--- config.mk ---
export PLATFORM = sky130hd
export DESIGN_NAME = dog_ext_lane
export DESIGN_NICKNAME = d
export VERILOG_FILES = /design/src/dog_ext_pkg.sv /design/src/dog_ext_lane.sv
export SDC_FILE = /design/constraint.sdc
export NUM_CORES = 1
export LEC_CHECK = 0
export BUFFER_PORTS_ARGS = -buffer_cell sky130_fd_sc_hd__buf_2
export CORE_ASPECT_RATIO = 1.75
export CORE_MARGIN = 2
export CORE_UTILIZATION = 46
export DETAILED_ROUTE_END_ITERATION = 6
export PLACE_DENSITY_LB_ADDON = 0.25
export SLEW_MARGIN = 0
export SYNTH_ARGS = -nofsm -noshare
export SYNTH_HDL_FRONTEND = slang
export SYNTH_SLANG_ARGS = --single-unit
--- constraint.sdc ---
create_clock -name vclk -period 2.1
set_clock_uncertainty 0.05 [all_clocks]
set_input_delay 0.21 -clock vclk [all_inputs]
set_output_delay 0.21 -clock vclk [all_outputs]
set_load 0.01 [all_outputs]
--- src/dog_ext_pkg.sv ---
// Shared constants, register indexes and types of the DoG extremum detector.
// No dependencies; every other file of the block imports this package.
package dog_ext_pkg;

   localparam int MAX_LINE_DEF    = 1024;
   localparam int SAMPLE_BITS_DEF = 16;
   localparam int ROW_BITS        = 12;
   localparam int TAG_BITS        = 3;
   localparam int CONTRAST_BITS   = 15;
   localparam int RATIO_BITS      = 8;
   localparam int CSR_INDEX_BITS  = 2;
   localparam int CSR_DATA_BITS   = 16;
   localparam int MIN_LINE        = 3;
   localparam int LINE_LEN_RESET  = 640;
   localparam int CONTRAST_RESET  = 8;
   localparam int RATIO_RESET     = 10;

   localparam logic [CSR_INDEX_BITS-1:0] CSR_LINE_LENGTH    = 2'd0;
   localparam logic [CSR_INDEX_BITS-1:0] CSR_CONTRAST_LIMIT = 2'd1;
   localparam logic [CSR_INDEX_BITS-1:0] CSR_EDGE_RATIO     = 2'd2;

   typedef enum logic [2:0] {
      ST_IDLE,
      ST_LOAD,
      ST_PROD,
      ST_DET,
      ST_SCALE,
      ST_DONE
   } seq_state_type;

   typedef struct packed {
      logic above_all;
      logic below_all;
   } lane_flags_type;

   typedef struct packed {
      logic prod_en;
      logic det_en;
      logic scale_en;
   } hess_ctrl_type;

endpackage

--- src/dog_ext_lane.sv ---
// One comparison lane: tests the center sample against the 3x3 patch of one DoG level.
// Depends on dog_ext_pkg for the flag type.
module dog_ext_lane import dog_ext_pkg::*; #(
   parameter int SAMPLE_BITS = SAMPLE_BITS_DEF,
   parameter bit SKIP_CENTER = 1'b0
) (
   input  logic signed [SAMPLE_BITS-1:0] patch [9],
   input  logic signed [SAMPLE_BITS-1:0] center,
   output lane_flags_type                flags
);

   // Patch position 4 is the center itself on the middle level.
   always_comb begin
      flags.above_all = 1'b1;
      flags.below_all = 1'b1;
      for (int i = 0; i < 9; i++) begin
         if (!(SKIP_CENTER && i == 4)) begin
            if (center <= patch[i]) flags.above_all = 1'b0;
            if (center >= patch[i]) flags.below_all = 1'b0;
         end
      end
   end

endmodule

* Word-level counts from Yosys, hierarchy flattened
Cells that the tools add are included.
Storage, ports and cells: flip-flop bits (word level) 0, RAM bits 0, memories 0, memory bits (read-only) 0, bits of input ports 160, bits in latches 0, output and inout port bits 2, logic and storage cells 36
Operators by class: bitwise gates (word level) 0, reduce and logical (&&, ||, !) cells 0, add/sub/neg operators 0, div/mod/pow operators 0, multiply operators 0, equal/unequal tests 0, shifts and indexed selects 0, mux-type cells 18, magnitude comparators 18
Operator list (count):
- $ge 16x16->1 | 9
- $le 16x16->1 | 9
- $mux 1 | 18

* Longest topological paths before layout
Gate-level depths: netlist (run 1).
depth in word-level cells 10, gate-level depth with buffers 9, depth with buffers taken out 9

* Least setup slack after synthesis (run 1)
Ideal clock, no wire load.
kind input to output, from input patch[70] (netlist bit), to output flags[1] (netlist bit), data required time 1.840 ns, arrival 1.976 ns, setup slack -0.136 ns, buffers on the path 0, stages on the path 9, cell sequence inv_1 ha_1 a21oi_1 a21oi_1 o31a_1 o31a_1 nor4_2 nand4_1 nor4_2
RTL lines:
- start: declaration | line dog_ext_lane.sv:7 | input logic signed [SAMPLE_BITS-1:0] patch [9],
- end: declaration | line dog_ext_lane.sv:9 | output lane_flags_type flags

==> impl_metrics.csv, run 1 <==
group,metric,value,unit
run_status,status,"finished, violations left",
run_status,violations,"setup timing",
critical_path,critPathArrivalTime,2.43,ns
power,p_leak,3.20,nW
finish,seq_cell_count,0,
yosys,yosysSeqAreaShare,0,%
critical_path,crit_required,1.84,ns
finish,syn_to_final_growth,43.9,%
drt,route.met2.wl,6620,um
sta,period_share,128,%
drt,met1_length,4710,um
placement,port_buffers,162,
global_routing,track_usage,26.1,%
finish,layout_commonest_cell,"buf_2",
drt,drtAntennaViolNets,0,
finish,final_nets,1035,
placement,dp_hpwl,10500,um
sta,finalSetupViolCount,2,
yosys,synth_top_area_share,47.6,%
critical_path,start_kind,"primary input",
sta,setup_slack,-0.590,ns
critical_path,crit_type,"in -> out",
finish,n_antenna_cell,0,
drt,drtPass1Iterations,4,
min_path,hp-class,"in -> out",
drt,drtIter0Drc,157,
sta,hold_viol,0,
sta,fmax,0.372,GHz
critical_path,cp_max_fo,7,
power,p_comb_share,100.0,%
finish,multi_input_area,3580,um2
power,power_density,197,nW/um2
die,chipHeight,124,um
power,clkPwrFrac,0,%
global_routing,grt_pass1_vias,4456,
critical_path,end_kind,"output port",
flow_run,drv_cap,0,
sta,rsz0062_at_grt,"yes",
power,p_seq_share,0,%
yosys,synth_area_per_cell,7.26,um2
finish,final_area,5440,um2
finish,register_area,0,um2
global_routing,grt_max_degree,10,
yosys,netlist_area,3780,um2
finish,mostFrequentLayoutCells,"buf_2, inv_1, ha_1",
drt,dr_total_vias,4517,
power,ir_drop,0.0938,mV
global_routing,grt_antenna_before_repair,0,
die,num_rows,43,
yosys,syn_inst,521,
finish,fill_cells,690,
sta,slew_violations,0,
yosys,yosys.cell_types.count,40,
die,start_util,47.5,%
die,num_io_pins,162,
sta,max-slew-margin-rel,57.8,%
placement,placed_cell_area,5070,um2
finish,n_clock_buffer,0,
power,switchingPower,0.000552,W
sta,fin_tns_setup,-1.12,ns
sta,fin_crit,2.69,ns
drt,top_layer_used,"met4",
drt,routed_wl,12400,um
drt,wl_per_cell,15.1,um
yosys,synthesis.nets,825,
drt,drc,0,
drt,viasPerCell,5.52,
drt,dr_wl_met3,573,um
die,core,7960,um2
die,die-area,9000,um2
finish,post-route-util,68.4,%
sta,worstMarginPinSlew,0.627,ns
yosys,yosysWarnings,0,
placement,dp.cells,814,
die,die_w,72.6,um
finish,layout.cells.non_filler,819,
placement,gp_congestion,0.916,
global_routing,grt_pass1_wl,18900,um
power,sw_frac_of_total,51.5,%
finish,drive_above_1_share,35.0,%
power,power.internal,0.000520,W
yosys,yosysTopAreaCell,"ha_1",
placement,dp_slack,-0.629,ns
clocking,ctsHoldBuffers,0,
global_routing,gr-total-overflow,0,
yosys,synth_area_leaders,"ha_1, inv_1, a21oi_1, nand4_1, a21o_1",
==> metrics by stage <==
step,total power (W),hold WS (ns)
2_1_floorplan,0.000532,0.829
3_3_place_gp,0.000893,1.18
3_5_place_dp,0.000950,1.20
4_1_cts,0.00103,1.16
5_1_grt,0.00120,1.21
6_report,0.00107,1.17
==> kinds of logic (layout without fill, tap and decap cells) <==
kind of cell / after synthesis / in the layout / share of synthesized area (%)
and+or+nand+nor: 118 / 118 / 17.9
adders and majority gates: 144 / 144 / 47.6
AOI/OAI and AO/OA: 110 / 110 / 18.8
buffers and inverters: 144 / 352 / 14.3
muxes: 5 / 5 / 1.42
==> cell usage after synthesis (2+ instances only) <==
cell type	count
nand2_1	24
nor2b_1	10
inv_1	144
o21ai_0	10
a211oi_1	7
a21oi_1	49
nand4_2	2
nor2_1	14
o21bai_1	2
and3_1	2
nand3_1	9
nand2b_1	5
nor4_2	4
a21o_1	12
o21ai_1	2
nand4_1	30
a2111oi_0	6
nor4_1	12
o211ai_1	8
ha_1	144
mux2_1	2
mux2i_1	2
o31a_1	3
and4_1	2
==> power groups by stage <==
stage / Sequential (W) / Clock (W) / Combinational (W)
after CTS: 0 / 0 / 0.00103
after global placement: 0 / 0 / 0.000893
final: 0 / 0 / 0.00107
after floorplan: 0 / 0 / 0.000532
after global routing: 0 / 0 / 0.00120
after detailed placement: 0 / 0 / 0.000950
==> routing by layer <==
layer	vias up	global-route usage (%)
met5	-	0
met4	0	11.1
met3	38	2.18
met2	176	50.6
met1	2038	27.9
li1	2265	-
==> cell type report <==
class | count | share of cell area (%)
multi-input cells | 377 | 65.8
repair buffers | 208 | 22.2
inverters | 144 | 10.0
well taps | 90 | 2.07
==> worst max-delay path: stages <==
cell and delay, ns:
buf_6 0.08, clkinvlp_4 0.19, buf_6 0.19, ha_2 0.16, nor2b_1 0.11, o211ai_1 0.11
a2111oi_2 0.39, a311oi_1 0.13, o211ai_1 0.14, mux2i_2 0.33, and4_1 0.26, buf_2 0.14
==> repair_timing <==
| item | in CTS | in global routing |
|---|---|---|
| pin swaps | 20 | 16 |
| buffers inserted | 4 | 1 |
| resized for setup | 40 | 18 |
| endpoints found under the hold margin | 0 | 0 |
| setup endpoints to repair | 2 | 2 |
==> path summary, 6_finish.rpt <==
kind / startpoint / to / slack [ns] / cells past startpoint
worst max-delay path: center[0] / flags[0] / -0.59 / 12
worst min-delay path: patch[14] / flags[0] / 1.17 / 7
(Power assumes the default switching activity.)
==> run 2, diff against run 1 <==
--- a/config.mk
+++ b/config.mk
@@ -5,7 +5,8 @@
 export SDC_FILE = /design/constraint.sdc
 export NUM_CORES = 1
 export LEC_CHECK = 0
-export BUFFER_PORTS_ARGS = -buffer_cell sky130_fd_sc_hd__buf_2
+export BUFFER_PORTS_ARGS = -buffer_cell sky130_fd_sc_hd__buf_4
+export CAP_MARGIN = 20
 export CORE_ASPECT_RATIO = 1.75
 export CORE_MARGIN = 2
 export CORE_UTILIZATION = 46
==> impl_metrics.csv, run 2 (synthesis gave the netlist of run 1 again) <==
group,metric,value,unit
finish,layout_commonest_cell,"buf_4",
die,start_util,47.5,%
critical_path,critPathSlowestCell,"a2111o_1",
die,die-area,9000,um2
die,die_w,72.6,um
power,ir_drop,0.111,mV
sta,fin_crit,2.61,ns
critical_path,path_cells,"buf_8 > buf_6 > ha_4 > nand4_1 > a2111o_1 > a31oi_4 > a41oi_4 > nor4_2 > and4_1 > buf_6",
sta,hold_slack,1.17,ns
critical_path,end_kind,"output port",
run_status,violations,"setup timing",
critical_path,critPathArrivalTime,2.35,ns
die,core,7960,um2
global_routing,grt_max_degree,10,
drt,wl_per_cell,15.2,um
global_routing,track_usage,28.1,%
critical_path,cpMostUsedCell,"buf_6",
sta,slew_violations,0,
finish,layout.cells.non_filler,833,
finish,multi_input_area,3620,um2
min_path,hold_path_depth,7,
run_status,status,"finished, violations left",
sta,hold_viol,0,
drt,drtIter0Drc,139,
sta,setup_slack,-0.511,ns
die,num_rows,43,
min_path,hp-class,"in -> out",
drt,drtAntennaViolNets,0,
min_path,hold_path_startpoint,"patch[14]",
placement,port_buffers,162,
finish,register_area,0,um2
sta,finalSetupViolCount,2,
finish,mostFrequentLayoutCells,"buf_4, inv_1, ha_1",
drt,drc,0,
sta,max-slew-margin-rel,70.7,%
drt,routed_wl,12700,um
power,p_total,0.00117,W
critical_path,start_kind,"primary input",
power,power_density,194,nW/um2
die,num_io_pins,162,
placement,dp.cells,823,
finish,drive_above_1_share,36.6,%
die,chipHeight,124,um
global_routing,grt_pass1_wl,20200,um
finish,n_antenna_cell,0,
power,p_leak,3.42,nW
clocking,ctsHoldBuffers,0,
sta,rsz0062_at_grt,"yes",
critical_path,crit_path_max_incr_delay,0.51,ns
drt,viasPerCell,5.42,
placement,gp_congestion,0.927,
critical_path,crit_type,"in -> out",
finish,final_nets,1049,
finish,seq_cell_count,0,
finish,syn_to_final_growth,59.1,%
global_routing,grt_pass1_vias,4642,
placement,dp_hpwl,11200,um
min_path,min_to,"flags[0]",
finish,fill_cells,622,
critical_path,cp_max_fo,6,
sta,fmax,0.383,GHz
sta,fin_tns_setup,-0.989,ns
flow_run,drv_cap,0,
global_routing,gr-total-overflow,0,
global_routing,grt_antenna_before_repair,0,
drt,dr_total_vias,4515,
finish,post-route-util,75.6,%
sta,worstMarginPinSlew,0.439,ns
critical_path,crit_required,1.84,ns
drt,drtPass1Iterations,4,
sta,period_share,124,%
finish,n_clock_buffer,0,
-- run 2: what timing repair did --
item	in CTS	in global routing
resized for setup	50	13
setup buffers	10	1
setup endpoints to repair	2	2
pin swaps	34	11
-- run 2: worst max-delay path, delay by kind of cell --
family                   cells  cell delay (ns)
buffers and inverters        3             0.35
AND/OR/NAND/NOR              3             0.79
AO/OA/AOI/OAI                3             0.76
adder cells (fa/ha/maj)      1             0.25
-- run 2: area by class of cell --
class                           count  area share, %
Timing Repair Buffer              222           28.9
Inverter                          144           9.04
Multi-Input combinational cell    377           60.1
Tap cell                           90           1.87
-- run 2: metrics by stage --
stage	setup slack, ns	instance area [um2]
after floorplan	-0.0312	3830
after global placement	-0.638	5550
after detailed placement	-0.628	5550
after CTS	-0.471	5910
after global routing	-0.582	6020
final	-0.511	6020
-- run 2: worst max path at each step --
| stage | start | endpoint | cells after the start |
|---|---|---|---|
| floorplan | center[0] | flags[0] | 9 |
| global placement | center[10] | flags[0] | 12 |
| detailed placement | center[8] | flags[0] | 13 |
| CTS | center[13] | flags[0] | 10 |
| global route | center[7] | flags[1] | 11 |
| finish | center[12] | flags[0] | 10 |
-- run 2: metal layers --
metal  up-vias  wire (um)  GRT usage, %
met4         0        351          8.68
met1      2053       4950          31.6
met2       140       6840          54.6
met5         -          0             0
li1       2297          -             -
met3        25        551          1.78
-- run 2: report_power, final --
part | switching [W] | internal, W | total [W]
Clock | 0 | 0 | 0
Combinational | 0.000549 | 0.000616 | 0.00117
Sequential | 0 | 0 | 0
